<file path="src/rtl/ohlc_pkg.sv">
// Shared constants, codes and control structs for the OHLC window aggregator.
package ohlc_pkg;

    localparam int HOURS_PER_DAY_DEF     = 24;
    localparam int MAX_GROUP_SAMPLES_DEF = 131071;
    localparam int DAYS_PER_WEEK         = 7;

    localparam int YEAR_W  = 14;
    localparam int MONTH_W = 4;
    localparam int DAY_W   = 5;
    localparam int TEMP_W  = 16;
    localparam int MODE_W  = 3;
    localparam int SIZE_W  = 4;
    localparam int SUM_W   = 32;
    localparam int DATE_W  = YEAR_W + MONTH_W + DAY_W;
    localparam int KEY_W   = YEAR_W + MONTH_W;
    localparam int KIG_W   = 4;
    localparam int APB_AW  = 4;
    localparam int APB_DW  = 32;

    localparam logic [KIG_W-1:0] KIG_MAX = 4'd15;

    localparam logic signed [TEMP_W-1:0] SEED_HIGH = -16'sd20000;
    localparam logic signed [TEMP_W-1:0] SEED_LOW  = 16'sd20000;

    localparam logic [MODE_W-1:0] MODE_DAYS      = 3'd0;
    localparam logic [MODE_W-1:0] MODE_WEEKS     = 3'd1;
    localparam logic [MODE_W-1:0] MODE_MONTHS    = 3'd2;
    localparam logic [MODE_W-1:0] MODE_YEARS     = 3'd3;
    localparam logic [MODE_W-1:0] MODE_DAYS_DROP = 3'd4;

    localparam logic CMD_SAMPLE = 1'b0;
    localparam logic CMD_FLUSH  = 1'b1;

    localparam logic [1:0] REG_GROUP_MODE = 2'd0;
    localparam logic [1:0] REG_GROUP_SIZE = 2'd1;
    localparam logic [1:0] REG_START_YEAR = 2'd2;
    localparam logic [1:0] REG_END_YEAR   = 2'd3;

    localparam logic [SIZE_W-1:0] GROUP_SIZE_RST = 4'd1;
    localparam logic [YEAR_W-1:0] END_YEAR_RST   = 14'd9999;

    typedef struct packed {
        logic step;
        logic out_load;
    } ctrl_cmd_t;

    typedef struct packed {
        logic close;
        logic div_done;
    } dp_status_t;

endpackage

</file>
<file path="src/rtl/ohlc_window_aggregator.sv">
// Top level: APB register file, controller and datapath of the OHLC window aggregator.
//
//  channel  | handshake                  | payload
//  ---------+----------------------------+------------------------------------------
//  input    | in_valid / in_stall        | cmd, temperature, sample_year/month/day
//  output   | out_valid / out_stall      | first_year/month/day, open_mean,
//           |                            | close_mean, high_value, low_value
//  config   | psel/penable/pwrite/pready | paddr[3:2] selects register, pwdata/prdata
//
//  A request that closes a group updates the group state, runs the bit-serial
//  restoring divider for the mean, waits for the divider's done flag and then
//  loads the result.
//  Reset clears all group state and the control logic; no clearing pass.
//  The result register holds under out_stall; a further request is taken meanwhile,
//  but one that closes a group waits after its division until the register is free.
module ohlc_window_aggregator
    import ohlc_pkg::*;
#(
    parameter int HOURS_PER_DAY     = HOURS_PER_DAY_DEF,
    parameter int MAX_GROUP_SAMPLES = MAX_GROUP_SAMPLES_DEF
)
(
    input  logic                     clk,
    input  logic                     rst_n,
    input  logic                     psel,
    input  logic                     penable,
    input  logic                     pwrite,
    input  logic [APB_AW-1:0]        paddr,
    input  logic [APB_DW-1:0]        pwdata,
    output logic [APB_DW-1:0]        prdata,
    output logic                     pready,
    input  logic                     in_valid,
    output logic                     in_stall,
    input  logic                     cmd,
    input  logic signed [TEMP_W-1:0] temperature,
    input  logic [YEAR_W-1:0]        sample_year,
    input  logic [MONTH_W-1:0]       sample_month,
    input  logic [DAY_W-1:0]         sample_day,
    output logic                     out_valid,
    input  logic                     out_stall,
    output logic [YEAR_W-1:0]        first_year,
    output logic [MONTH_W-1:0]       first_month,
    output logic [DAY_W-1:0]         first_day,
    output logic signed [TEMP_W-1:0] open_mean,
    output logic signed [TEMP_W-1:0] close_mean,
    output logic signed [TEMP_W-1:0] high_value,
    output logic signed [TEMP_W-1:0] low_value
);

    logic [MODE_W-1:0] group_mode_reg;
    logic [SIZE_W-1:0] group_size_reg;
    logic [YEAR_W-1:0] start_year_reg;
    logic [YEAR_W-1:0] end_year_reg;
    logic [1:0]        reg_idx;
    logic              wr_en;
    ctrl_cmd_t         cmd_ctl;
    dp_status_t        status;

    assign pready  = 1'b1;
    assign reg_idx = paddr[APB_AW-1:2];
    assign wr_en   = psel && penable && pwrite && pready;

    always_ff @(posedge clk or negedge rst_n)
    begin
        if (!rst_n)
        begin
            group_mode_reg <= MODE_DAYS;
            group_size_reg <= GROUP_SIZE_RST;
            start_year_reg <= '0;
            end_year_reg   <= END_YEAR_RST;
        end
        else if (wr_en)
        begin
            unique case (reg_idx)
                REG_GROUP_MODE: group_mode_reg <= pwdata[MODE_W-1:0];
                REG_GROUP_SIZE: group_size_reg <= pwdata[SIZE_W-1:0];
                REG_START_YEAR: start_year_reg <= pwdata[YEAR_W-1:0];
                REG_END_YEAR:   end_year_reg   <= pwdata[YEAR_W-1:0];
                default:        group_mode_reg <= group_mode_reg;
            endcase
        end
    end

    always_comb
    begin
        unique case (reg_idx)
            REG_GROUP_MODE: prdata = APB_DW'(group_mode_reg);
            REG_GROUP_SIZE: prdata = APB_DW'(group_size_reg);
            REG_START_YEAR: prdata = APB_DW'(start_year_reg);
            REG_END_YEAR:   prdata = APB_DW'(end_year_reg);
            default:        prdata = '0;
        endcase
    end

    ohlc_ctrl u_ctrl (
        .clk       (clk),
        .rst_n     (rst_n),
        .in_valid  (in_valid),
        .in_stall  (in_stall),
        .out_valid (out_valid),
        .out_stall (out_stall),
        .status    (status),
        .cmd_ctl   (cmd_ctl)
    );

    ohlc_dp #(
        .HOURS_PER_DAY     (HOURS_PER_DAY),
        .MAX_GROUP_SAMPLES (MAX_GROUP_SAMPLES)
    ) u_dp (
        .clk          (clk),
        .rst_n        (rst_n),
        .cmd_ctl      (cmd_ctl),
        .status       (status),
        .group_mode   (group_mode_reg),
        .group_size   (group_size_reg),
        .start_year   (start_year_reg),
        .end_year     (end_year_reg),
        .cmd          (cmd),
        .temperature  (temperature),
        .sample_year  (sample_year),
        .sample_month (sample_month),
        .sample_day   (sample_day),
        .first_year   (first_year),
        .first_month  (first_month),
        .first_day    (first_day),
        .open_mean    (open_mean),
        .close_mean   (close_mean),
        .high_value   (high_value),
        .low_value    (low_value)
    );

endmodule

</file>
<file path="src/rtl/ohlc_div.sv">
// Restoring divider, one quotient bit per cycle, unsigned 32-bit dividend.
module ohlc_div
    import ohlc_pkg::*;
#(
    parameter int CW = 17
)
(
    input  logic             clk,
    input  logic             rst_n,
    input  logic             start,
    input  logic [SUM_W-1:0] dividend,
    input  logic [CW-1:0]    divisor,
    output logic             done,
    output logic [SUM_W-1:0] quotient
);

    localparam int CNT_W = $clog2(SUM_W + 1);

    logic [CW-1:0]    rem_reg;
    logic [CW-1:0]    rem_next;
    logic [SUM_W-1:0] quo_reg;
    logic [SUM_W-1:0] quo_next;
    logic [CW-1:0]    dsr_reg;
    logic [CNT_W-1:0] cnt_reg;
    logic             busy_reg;
    logic             done_reg;
    logic [CW:0]      trial;
    logic [CW:0]      diff;

    always_comb
    begin
        trial = {rem_reg, quo_reg[SUM_W-1]};
        diff  = trial - {1'b0, dsr_reg};
        if (trial >= {1'b0, dsr_reg})
        begin
            rem_next = diff[CW-1:0];
            quo_next = {quo_reg[SUM_W-2:0], 1'b1};
        end
        else
        begin
            rem_next = trial[CW-1:0];
            quo_next = {quo_reg[SUM_W-2:0], 1'b0};
        end
    end

    always_ff @(posedge clk or negedge rst_n)
    begin
        if (!rst_n)
        begin
            busy_reg <= 1'b0;
            done_reg <= 1'b0;
            cnt_reg  <= '0;
        end
        else
        begin
            done_reg <= 1'b0;
            if (start)
            begin
                busy_reg <= 1'b1;
                cnt_reg  <= '0;
            end
            else if (busy_reg)
            begin
                cnt_reg <= cnt_reg + 1'b1;
                if (cnt_reg == CNT_W'(SUM_W - 1))
                begin
                    busy_reg <= 1'b0;
                    done_reg <= 1'b1;
                end
            end
        end
    end

    always_ff @(posedge clk)
    begin
        if (start)
        begin
            rem_reg <= '0;
            quo_reg <= dividend;
            dsr_reg <= divisor;
        end
        else if (busy_reg)
        begin
            rem_reg <= rem_next;
            quo_reg <= quo_next;
        end
    end

    assign done     = done_reg;
    assign quotient = quo_reg;

endmodule

</file>
<file path="src/rtl/ohlc_dp.sv">
// Datapath: group accumulators, close decision, mean division and result register.
module ohlc_dp
    import ohlc_pkg::*;
#(
    parameter int HOURS_PER_DAY     = HOURS_PER_DAY_DEF,
    parameter int MAX_GROUP_SAMPLES = MAX_GROUP_SAMPLES_DEF
)
(
    input  logic                     clk,
    input  logic                     rst_n,
    input  ctrl_cmd_t                cmd_ctl,
    output dp_status_t               status,
    input  logic [MODE_W-1:0]        group_mode,
    input  logic [SIZE_W-1:0]        group_size,
    input  logic [YEAR_W-1:0]        start_year,
    input  logic [YEAR_W-1:0]        end_year,
    input  logic                     cmd,
    input  logic signed [TEMP_W-1:0] temperature,
    input  logic [YEAR_W-1:0]        sample_year,
    input  logic [MONTH_W-1:0]       sample_month,
    input  logic [DAY_W-1:0]         sample_day,
    output logic [YEAR_W-1:0]        first_year,
    output logic [MONTH_W-1:0]       first_month,
    output logic [DAY_W-1:0]         first_day,
    output logic signed [TEMP_W-1:0] open_mean,
    output logic signed [TEMP_W-1:0] close_mean,
    output logic signed [TEMP_W-1:0] high_value,
    output logic signed [TEMP_W-1:0] low_value
);

    localparam int CW         = $clog2(MAX_GROUP_SAMPLES + 1);
    localparam int WEEK_HOURS = DAYS_PER_WEEK * HOURS_PER_DAY;
    localparam int TW         = SIZE_W + $clog2(WEEK_HOURS + 1);
    localparam int CMPW       = (TW > CW) ? TW : CW;

    localparam logic [CW-1:0] COUNT_MAX = CW'(MAX_GROUP_SAMPLES);

    // group state
    logic [CW-1:0]              count_reg, count_next;
    logic signed [SUM_W-1:0]    sum_reg, sum_next;
    logic signed [TEMP_W-1:0]   high_reg, high_next;
    logic signed [TEMP_W-1:0]   low_reg, low_next;
    logic [KIG_W-1:0]           kig_reg, kig_next;
    logic [KEY_W-1:0]           key_reg, key_next;
    logic [DATE_W-1:0]          date_reg, date_next;
    logic                       active_reg, active_next;
    logic                       hp_reg, hp_next;
    logic signed [TEMP_W-1:0]   prev_mean_reg;

    // closed-group snapshot
    logic                       snap_hp_reg;
    logic                       snap_neg_reg;
    logic                       snap_zero_reg;
    logic [DATE_W-1:0]          snap_date_reg;
    logic signed [TEMP_W-1:0]   snap_high_reg;
    logic signed [TEMP_W-1:0]   snap_low_reg;

    // result register
    logic [YEAR_W-1:0]          first_year_reg;
    logic [MONTH_W-1:0]         first_month_reg;
    logic [DAY_W-1:0]           first_day_reg;
    logic signed [TEMP_W-1:0]   open_reg;
    logic signed [TEMP_W-1:0]   close_reg;
    logic signed [TEMP_W-1:0]   high_out_reg;
    logic signed [TEMP_W-1:0]   low_out_reg;

    logic [SIZE_W-1:0]          size;
    logic [MODE_W-1:0]          mode;
    logic                       key_mode;
    logic                       year_ok;
    logic [KEY_W-1:0]           key;
    logic                       key_change;
    logic                       key_close;
    logic [DATE_W-1:0]          date_in;
    logic [TW-1:0]              mult_sel;
    logic [TW-1:0]              target;
    logic [CMPW-1:0]            tgt_ext;
    logic [CMPW-1:0]            tgt_sat;

    logic [CW-1:0]              base_count;
    logic signed [SUM_W-1:0]    base_sum;
    logic signed [TEMP_W-1:0]   base_high;
    logic signed [TEMP_W-1:0]   base_low;
    logic                       base_active;
    logic                       add_ok;
    logic signed [SUM_W:0]      sum_wide;
    logic signed [SUM_W-1:0]    sum_after;
    logic [CW-1:0]              count_after;
    logic signed [TEMP_W-1:0]   high_after;
    logic signed [TEMP_W-1:0]   low_after;
    logic                       count_close;

    logic                       close;
    logic signed [SUM_W-1:0]    snap_sum;
    logic [CW-1:0]              snap_count;
    logic signed [TEMP_W-1:0]   snap_high;
    logic signed [TEMP_W-1:0]   snap_low;
    logic [DATE_W-1:0]          snap_date;
    logic [SUM_W-1:0]           snap_mag;

    logic                       div_start;
    logic                       div_done;
    logic [SUM_W-1:0]           quotient;
    logic [SUM_W-1:0]           mean32;
    logic signed [TEMP_W-1:0]   mean16;

    always_comb
    begin
        size       = (group_size == '0) ? GROUP_SIZE_RST : group_size;
        mode       = (group_mode > MODE_DAYS_DROP) ? MODE_DAYS_DROP : group_mode;
        key_mode   = (mode == MODE_MONTHS) || (mode == MODE_YEARS);
        year_ok    = (sample_year >= start_year) && (sample_year <= end_year);
        key        = (mode == MODE_MONTHS) ? {sample_year, sample_month}
                                           : {{MONTH_W{1'b0}}, sample_year};
        key_change = active_reg && (key != key_reg);
        key_close  = key_mode && key_change && (kig_reg >= size);
        date_in    = {sample_year, sample_month, sample_day};

        mult_sel = (mode == MODE_WEEKS) ? TW'(WEEK_HOURS) : TW'(HOURS_PER_DAY);
        target   = TW'(size) * mult_sel;
        tgt_ext  = CMPW'(target);
        tgt_sat  = (tgt_ext > CMPW'(MAX_GROUP_SAMPLES)) ? CMPW'(MAX_GROUP_SAMPLES)
                                                        : tgt_ext;

        // a key change that closes the group starts the sample on a fresh group
        if (key_close)
        begin
            base_count  = '0;
            base_sum    = '0;
            base_high   = SEED_HIGH;
            base_low    = SEED_LOW;
            base_active = 1'b0;
        end
        else
        begin
            base_count  = count_reg;
            base_sum    = sum_reg;
            base_high   = high_reg;
            base_low    = low_reg;
            base_active = active_reg;
        end

        add_ok   = (base_count < COUNT_MAX);
        sum_wide = {base_sum[SUM_W-1], base_sum}
                 + {{(SUM_W + 1 - TEMP_W){temperature[TEMP_W-1]}}, temperature};
        if (!add_ok)
            sum_after = base_sum;
        else if (sum_wide[SUM_W] != sum_wide[SUM_W-1])
            sum_after = sum_wide[SUM_W] ? {1'b1, {(SUM_W-1){1'b0}}}
                                        : {1'b0, {(SUM_W-1){1'b1}}};
        else
            sum_after = sum_wide[SUM_W-1:0];
        count_after = base_count + CW'(add_ok);
        high_after  = (temperature > base_high) ? temperature : base_high;
        low_after   = (temperature < base_low) ? temperature : base_low;
        count_close = (CMPW'(count_after) >= tgt_sat);

        count_next  = count_reg;
        sum_next    = sum_reg;
        high_next   = high_reg;
        low_next    = low_reg;
        kig_next    = kig_reg;
        key_next    = key_reg;
        date_next   = date_reg;
        active_next = active_reg;
        hp_next     = hp_reg;
        close       = 1'b0;
        snap_sum    = sum_reg;
        snap_count  = count_reg;
        snap_high   = high_reg;
        snap_low    = low_reg;
        snap_date   = date_reg;

        if (cmd == CMD_FLUSH)
        begin
            close       = active_reg && (mode != MODE_DAYS_DROP);
            count_next  = '0;
            sum_next    = '0;
            high_next   = SEED_HIGH;
            low_next    = SEED_LOW;
            kig_next    = '0;
            active_next = 1'b0;
            hp_next     = 1'b0;
        end
        else if (year_ok)
        begin
            count_next  = count_after;
            sum_next    = sum_after;
            high_next   = high_after;
            low_next    = low_after;
            active_next = 1'b1;
            date_next   = base_active ? date_reg : date_in;
            if (key_mode)
            begin
                close    = key_close;
                key_next = key;
                if (!base_active)
                    kig_next = KIG_W'(1);
                else if (key_change && (kig_reg < KIG_MAX))
                    kig_next = kig_reg + 1'b1;
            end
            else if (count_close)
            begin
                close       = 1'b1;
                snap_sum    = sum_after;
                snap_count  = count_after;
                snap_high   = high_after;
                snap_low    = low_after;
                snap_date   = date_next;
                count_next  = '0;
                sum_next    = '0;
                high_next   = SEED_HIGH;
                low_next    = SEED_LOW;
                kig_next    = '0;
                active_next = 1'b0;
            end
            if (close)
                hp_next = 1'b1;
        end

        snap_mag = snap_sum[SUM_W-1] ? (~snap_sum + 1'b1) : snap_sum;
    end

    assign div_start = cmd_ctl.step && close;

    ohlc_div #(
        .CW (CW)
    ) u_div (
        .clk      (clk),
        .rst_n    (rst_n),
        .start    (div_start),
        .dividend (snap_mag),
        .divisor  (snap_count),
        .done     (div_done),
        .quotient (quotient)
    );

    always_comb
    begin
        if (snap_zero_reg)
            mean32 = '0;
        else if (snap_neg_reg)
            mean32 = ~quotient + 1'b1;
        else
            mean32 = quotient;
        mean16 = mean32[TEMP_W-1:0];
    end

    always_ff @(posedge clk or negedge rst_n)
    begin
        if (!rst_n)
        begin
            count_reg     <= '0;
            sum_reg       <= '0;
            high_reg      <= SEED_HIGH;
            low_reg       <= SEED_LOW;
            kig_reg       <= '0;
            key_reg       <= '0;
            date_reg      <= '0;
            active_reg    <= 1'b0;
            hp_reg        <= 1'b0;
            prev_mean_reg <= '0;
        end
        else
        begin
            if (cmd_ctl.step)
            begin
                count_reg  <= count_next;
                sum_reg    <= sum_next;
                high_reg   <= high_next;
                low_reg    <= low_next;
                kig_reg    <= kig_next;
                key_reg    <= key_next;
                date_reg   <= date_next;
                active_reg <= active_next;
                hp_reg     <= hp_next;
            end
            if (cmd_ctl.out_load)
                prev_mean_reg <= mean16;
        end
    end

    always_ff @(posedge clk)
    begin
        if (div_start)
        begin
            snap_hp_reg   <= hp_reg;
            snap_neg_reg  <= snap_sum[SUM_W-1];
            snap_zero_reg <= (snap_count == '0);
            snap_date_reg <= snap_date;
            snap_high_reg <= snap_high;
            snap_low_reg  <= snap_low;
        end
        if (cmd_ctl.out_load)
        begin
            first_year_reg  <= snap_date_reg[DATE_W-1 -: YEAR_W];
            first_month_reg <= snap_date_reg[DAY_W +: MONTH_W];
            first_day_reg   <= snap_date_reg[DAY_W-1:0];
            open_reg        <= snap_hp_reg ? prev_mean_reg : mean16;
            close_reg       <= mean16;
            high_out_reg    <= snap_high_reg;
            low_out_reg     <= snap_low_reg;
        end
    end

    assign status.close    = close;
    assign status.div_done = div_done;

    assign first_year  = first_year_reg;
    assign first_month = first_month_reg;
    assign first_day   = first_day_reg;
    assign open_mean   = open_reg;
    assign close_mean  = close_reg;
    assign high_value  = high_out_reg;
    assign low_value   = low_out_reg;

endmodule

</file>
<file path="src/rtl/ohlc_ctrl.sv">
// Controller: request sequencing, divider wait and result handoff.
module ohlc_ctrl
    import ohlc_pkg::*;
(
    input  logic       clk,
    input  logic       rst_n,
    input  logic       in_valid,
    output logic       in_stall,
    output logic       out_valid,
    input  logic       out_stall,
    input  dp_status_t status,
    output ctrl_cmd_t  cmd_ctl
);

    typedef enum logic [1:0] {
        ST_IDLE,
        ST_DIVIDE,
        ST_WRITE
    } state_t;

    state_t state_reg, state_next;
    logic   out_valid_reg, out_valid_next;

    always_comb
    begin
        cmd_ctl.step     = (state_reg == ST_IDLE) && in_valid;
        cmd_ctl.out_load = (state_reg == ST_WRITE) && (!out_valid_reg || !out_stall);

        state_next     = state_reg;
        out_valid_next = out_valid_reg && out_stall;

        unique case (state_reg)
            ST_IDLE:
            begin
                if (cmd_ctl.step && status.close)
                    state_next = ST_DIVIDE;
            end
            ST_DIVIDE:
            begin
                if (status.div_done)
                    state_next = ST_WRITE;
            end
            ST_WRITE:
            begin
                if (cmd_ctl.out_load)
                begin
                    out_valid_next = 1'b1;
                    state_next     = ST_IDLE;
                end
            end
            default:
            begin
                state_next = ST_IDLE;
            end
        endcase
    end

    always_ff @(posedge clk or negedge rst_n)
    begin
        if (!rst_n)
        begin
            state_reg     <= ST_IDLE;
            out_valid_reg <= 1'b0;
        end
        else
        begin
            state_reg     <= state_next;
            out_valid_reg <= out_valid_next;
        end
    end

    assign in_stall  = (state_reg != ST_IDLE);
    assign out_valid = out_valid_reg;

endmodule

</file>
<file path="config.mk">
export PLATFORM = sky130hd
export DESIGN_NAME = ohlc_window_aggregator
export DESIGN_NICKNAME = d
export VERILOG_FILES = /design/src/rtl/ohlc_pkg.sv /design/src/rtl/ohlc_window_aggregator.sv /design/src/rtl/ohlc_div.sv /design/src/rtl/ohlc_dp.sv /design/src/rtl/ohlc_ctrl.sv
export SDC_FILE = /design/constraint.sdc
export NUM_CORES = 1
export LEC_CHECK = 0
export ABC_AREA = 1
export BUFFER_PORTS_ARGS = -buffer_cell sky130_fd_sc_hd__clkbuf_2
export CAP_MARGIN = 20
export CORE_ASPECT_RATIO = 1.2
export CORE_MARGIN = 3
export CORE_UTILIZATION = 27
export CTS_BUF_LIST = sky130_fd_sc_hd__clkbuf_8
export CTS_CLUSTER_SIZE = 8
export DETAILED_ROUTE_END_ITERATION = 10
export GPL_ROUTABILITY_DRIVEN = 0
export PLACE_DENSITY = 0.49
export SLEW_MARGIN = 10
export SYNTH_ARGS = -nofsm -noshare
export SYNTH_HDL_FRONTEND = slang
export SYNTH_SLANG_ARGS = --single-unit
</file>
<file path="constraint.sdc">
create_clock -name clk -period 12.18 [get_ports clk]
set_input_delay 0.609 -clock clk [delete_from_list [all_inputs] [get_ports clk]]
set_output_delay 0.609 -clock clk [all_outputs]
set_load 0.01 [all_outputs]
</file>
Yosys cells after proc, flatten, opt, wreduce, memory -nomap -nowiden
Index checks and enable logic that the tools add are counted.
Widths: inputs -> output; s select.
- register bits: 401
- output and inout port bits: 122
- logic and storage cells: 200
- add/sub/neg operators: 7
- multiply operators: 1
- magnitude comparators: 10
- eq/ne operators: 16
- multiplexer cells: 93
- bitwise logic cells: 3
- reduce and logical (&&, ||, !) cells: 35
- operators with widths (cell ; count):
    $mux 32 ; 15
    $mux 16 ; 23
    $mux 17 ; 10
    $pmux 32 s4 ; 1
    $mux 23 ; 5
    $add 32x16->33 ; 1
    $add 32x1->32 const B ; 1
    $not 32->32 ; 1
    $mux 4 ; 7
    $mux 1 ; 23
    $ge 18x17->1 ; 1
    $mux 18 ; 1
    $ne 18x18->1 ; 1
    $add 17x1->17 ; 1
    $ge 17x12->1 ; 1
    $logic_not 17->1 ; 1
    $lt 17x17->1 const B ; 1
    $sub 17x17->17 ; 1
    $add 16x1->16 const B ; 1
    $gt 16x16->1 ; 1
    $lt 16x16->1 ; 1
    $not 16->16 ; 1
    $ge 14x14->1 ; 1
    $le 14x14->1 ; 1
    other kinds (32) ; 64

Depth between registers and ports, before layout
- word-level depth: 21
- gate-level depth with buffers: 57
- depth with buffers taken out: 51

Cells and area by module
Synthesis repeated with hierarchy kept, for this count alone.
- cells, all modules: 3327
- area, all modules: 25339.3 um^2
- by module, submodules not included (module ; times used ; cells an instance ; area each (um^2) ; seq. area each (um^2)):
    ohlc_dp ; 1 ; 2532 ; 19120.8 ; 7972.6
    ohlc_div ; 1 ; 532 ; 4165.2 ; 2011.9
    ohlc_window_aggregator ; 1 ; 240 ; 1893.1 ; 887.1
    ohlc_ctrl ; 1 ; 23 ; 160.2 ; 75.1

Worst setup path after synthesis
Ideal clock, no wire load.
- path type: reg2reg
- start point: register group_mode_reg[2]
- end point: register u_dp.u_div.quo_reg[30] (netlist: u_dp.u_div.quotient[30]) (data pin)
- setup time: 254 ps
- arrival: 7668 ps
- required time: 11926 ps
- setup slack: 4258 ps
- stages on the path, launching flop included: 51
- path buffers: 8
- period minus slack after synthesis: 7922 ps
- cells stage by stage: dfrtp_1 inv_2 nand2_4 nor2_4 buf_4 nand2_1 nand3_1 nand2_1 nor2_1 nand2_1 nor2_1 nand2_1 nand3_2 buf_4 clkbuf_1 clkbuf_1 clkbuf_1 clkbuf_1 [... 15 more ...] inv_1 ha_1 inv_1 clkbuf_1 clkbuf_1 a21oi_1 o21bai_1 nand4_1 nand2_1 inv_1 ha_1 nand3_1 nand2_1 nand3_2 nor2_4 nand4_1 nand3_1 nand2_1
- longest elaborated chain between the ends: 21
- elaborated cells between the ends (all ways): 40
- RTL lines (element ; RTL line ; RTL):
    start, declared ; ohlc_window_aggregator.sv:50 ; logic [MODE_W-1:0] group_mode_reg;
    start signal, assigned ; ohlc_window_aggregator.sv:75 ; REG_GROUP_MODE: group_mode_reg <= pwdata[MODE_W-1:0];
    start signal, assigned ; ohlc_window_aggregator.sv:79 ; default: group_mode_reg <= group_mode_reg;
    $gt 3x3->1 ; ohlc_dp.sv:110 ; mode = (group_mode > MODE_DAYS_DROP) ? MODE_DAYS_DROP : group_mode;
    $mux 3 * ; ohlc_dp.sv:110 ;
    branches (longest 18 deep; another with $lt 17x17->1) ; - ;
    $mux 32 * ; ohlc_div.sv:76 ; if (start)
    end signal, assigned ; ohlc_div.sv:79 ; quo_reg <= dividend;
    end signal, assigned ; ohlc_div.sv:85 ; quo_reg <= quo_next;
    end, declared ; ohlc_div.sv:21 ; logic [SUM_W-1:0] quo_reg;
Every way passes the cells marked *. The select of a mux whose other input is x is not followed.
A chain may end at the register's enable or synchronous reset.

Worst setup path in the final report
Same ends and word-level chain as after synthesis.

==> results.cfg <==
[status]
status = finished clean

[floorplanning]
core-area_mm2 = 0.0898
die_x_um = 282
num_rows = 120
die_h_um = 337
start_util_pct = 27.4
io_pins = 205
die-area_mm2 = 0.0948

[power_and_ir_drop]
clkPwrFrac_pct = 19.7
p_switching_mw = 3.02
p_per_area_mw_per_mm2 = 238
switching_share_pct = 45.3
p_leak_nw = 13.4
p_seq_share_pct = 30.7
ir_worst_vdd_uv = 93.8
internal_power_mw = 3.65
comb_power_share_pct = 49.6

[yosys]
synth_compound_gate_area_share_pct = 14.7
synth_top_family_by_area = simple AND/OR/NAND/NOR gates
muxShareOfSynthArea_pct = 0.0458
synth_xor_area_share_pct = 2.17
synth_cells = 3130
synth_cell_type_count = 55
syn-mean-instance-area_um2 = 7.86
synthFlopType = edfxtp_1
ys_seq_area_share_pct = 44.5
synth_warnings = 0
ys_ff_latch = 401
syn_area_mm2 = 0.0246
yosys.area_share.simple_pct = 21.6
synth_edf_count = 194
ys_async_sr_fraction_pct = 47.4
synthAdderAreaFrac_pct = 7.47

[flow_run]
max-cap-violations = 0

[global_route]
grt_usage_pct = 14.7
grt_pass1_vias = 20251
grt_pass1_wl_um = 111000
grt_antenna_before_repair = 3
grt-ovfl-total = 0
grt_max_degree = 81

[worst_setup_path]
end_kind = flip-flop
critPathRequiredTime_ns = 12.59
slowest_delay_ns = 0.73
worst-setup-path-type = reg -> reg
slowest_stage = ha_1
worstPathArrival_ns = 10.09
cpMostUsedCell = nand2_1
cp-start-kind = flip-flop
crit_fanout = 43
r2r_cells = 45

[route]
wirelength_um = 70300
dr.pass1.iters = 6
via_per_inst = 4.66
route.detailed.drc = 0
route.antenna.remaining_nets = 0
drt_iter0_markers = 1228
wl_per_cell_um = 15.6
routed-via-count = 20948

[timing]
finalHoldViolations = 0
fin_skew_ns = 0.0304
finalSetupTns_ns = 0
rsz0062_at_grt = no
slew_viol_final = 0
relSlewSlack_pct = 38.6
finalCriticalPeriod_ns = 9.68
setup-violations-final = 0
fmax_mhz = 103
tightestPinTransition_ns = 0.922
fin_crit_sh_pct = 79.5
whs_ns = 0.170

[clock_network]
cts_tree = done
clk_path_buf_depth = 3
cts_buffers = 76
cts-htree-levels = 3
clk_latency_ns = 0.66
clock_sinks = 401
clkTransAtPathRegs_ns = 0.06
root_buffer = clkbuf_8

[placed_design]
port_buffers = 165
dpl.hpwl_um = 49500

[min_path]
whs_path_depth = 3
hold_path.class = in -> reg

[final_layout]
final_util_pct = 31.2
drive_gt1_share_pct = 10.8
syn2layout_area_growth_pct = 13.9
fin_nets = 3503
[cell usage in the layout (no fill, tap or decap), types with 71 or more instances in the layout]
cell type and count:
nand2_1 841, inv_1 445, o21ai_0 370, edfxtp_1 194, dfrtp_1 169, clkbuf_2 164, a21oi_1 158, nor2_1 156
ha_1 139, nand3_1 126, clkbuf_8 83, nand4_1 71
[kinds of logic after synthesis]
| family | count (synthesis) |
|---|---|
| muxes | 1 |
| and+or+nand+nor | 1272 |
| adders and majority gates | 144 |
| AOI/OAI and AO/OA | 673 |
| DFF | 401 |
| other | 2 |
| buffers and inverters | 577 |
| xor gates and xnor gates | 60 |
[synth_stat cells (7+ instances only)]
cell / instances / area, um2
a31oi_1: 7 / 43.8
o211ai_1: 7 / 52.6
nand4_1: 71 / 444
a21oi_1: 159 / 796
nand3_1: 126 / 631
xnor2_1: 23 / 201
inv_1: 418 / 1570
edfxtp_1: 194 / 5830
buf_4: 31 / 233
xor2_1: 36 / 315
dfstp_2: 21 / 552
dfrtp_1: 169 / 4230
o22ai_1: 64 / 400
o21ai_0: 370 / 1850
nor3_1: 28 / 140
buf_2: 8 / 40.0
clkinv_1: 9 / 33.8
clkbuf_1: 85 / 319
nand2_1: 842 / 3160
inv_2: 8 / 30.0
dfxtp_1: 17 / 340
nor2_2: 7 / 43.8
nor2_1: 158 / 593
nor4_1: 8 / 50.1
ha_1: 139 / 1740
buf_1: 12 / 45.0
o21bai_1: 13 / 97.6
o21ai_1: 17 / 85.1
[cell type report]
| class | count | area [um2] |
|---|---|---|
| repair buffers | 192 | 1050 |
| inverters | 435 | 1640 |
| fillers | 9666 | 61800 |
| clock inverters | 60 | 360 |
| well taps | 1159 | 1450 |
| flip-flops and latches | 401 | 10900 |
| clock buffers | 82 | 1130 |
| diodes | 1 | 2.50 |
| multi-input cells | 2170 | 11500 |
[worst max-delay path, delay by kind of cell, from the launching register on]
family	cells	cell delay [ns]
compound gates	10	2.24
fa+ha+maj	3	1.29
xor+xnor	1	0.25
buf+inv	5	0.51
simple gates	26	4.66
flops	1	0.46
[what timing repair did]
item                                   4_1_cts  5_1_grt
setup buffers                                0        0
hold buffers                                 1        0
endpoints found under the hold margin       24        0
gates resized for setup                      0        0
[per-stage QoR]
| step | power [mW] | setup WS [ns] | area (um2) | std cells |
|---|---|---|---|---|
| 5_1_grt | 7.34 | 1.52 | 28000 | 4500 |
| 3_3_place_gp | 5.34 | 2.55 | 26500 | 4354 |
| 4_1_cts | 6.73 | 2.45 | 28000 | 4497 |
| 6_report | 6.67 | 2.50 | 28000 | 4500 |
| 2_1_floorplan | 4.53 | 4.26 | 24700 | 3148 |
| 3_5_place_dp | 5.36 | 2.47 | 26500 | 4354 |
[routing by layer]
| metal | vias up | track usage [%] | routed length [um] |
|---|---|---|---|
| li1 | 10673 | - | - |
| met1 | 9709 | 18.0 | 30700 |
| met2 | 442 | 25.6 | 34000 |
| met3 | 122 | 2.71 | 3410 |
| met4 | 2 | 5.54 | 2180 |
| met5 | - | 0 | 13 |
[power groups by stage]
stage	clock network, mW	logic [mW]	registers [mW]
global route	1.43	3.82	2.09
floorplan	0	2.52	2.00
finish	1.32	3.31	2.05
global placement	0	3.28	2.06
CTS	1.38	3.31	2.04
detailed placement	0	3.30	2.06
[path summary, 6_finish.rpt]
kind / start / end / slack (ns)
min: pwdata[8] / end_year_reg[8] / 0.17
max reg2reg: group_mode_reg[2] / u_dp.u_div.quotient[30] / 2.50
min reg2reg: u_dp.snap_low_reg[1] / u_dp.low_value[1] / 0.41
max in group asynchronous: rst_n / end_year_reg[11] / 9.44
max: group_mode_reg[2] / u_dp.u_div.quotient[30] / 2.50
min in group asynchronous: rst_n / u_dp.prev_mean_reg[8] / 0.57
No activity file was read; power rests on OpenSTA's default activity.
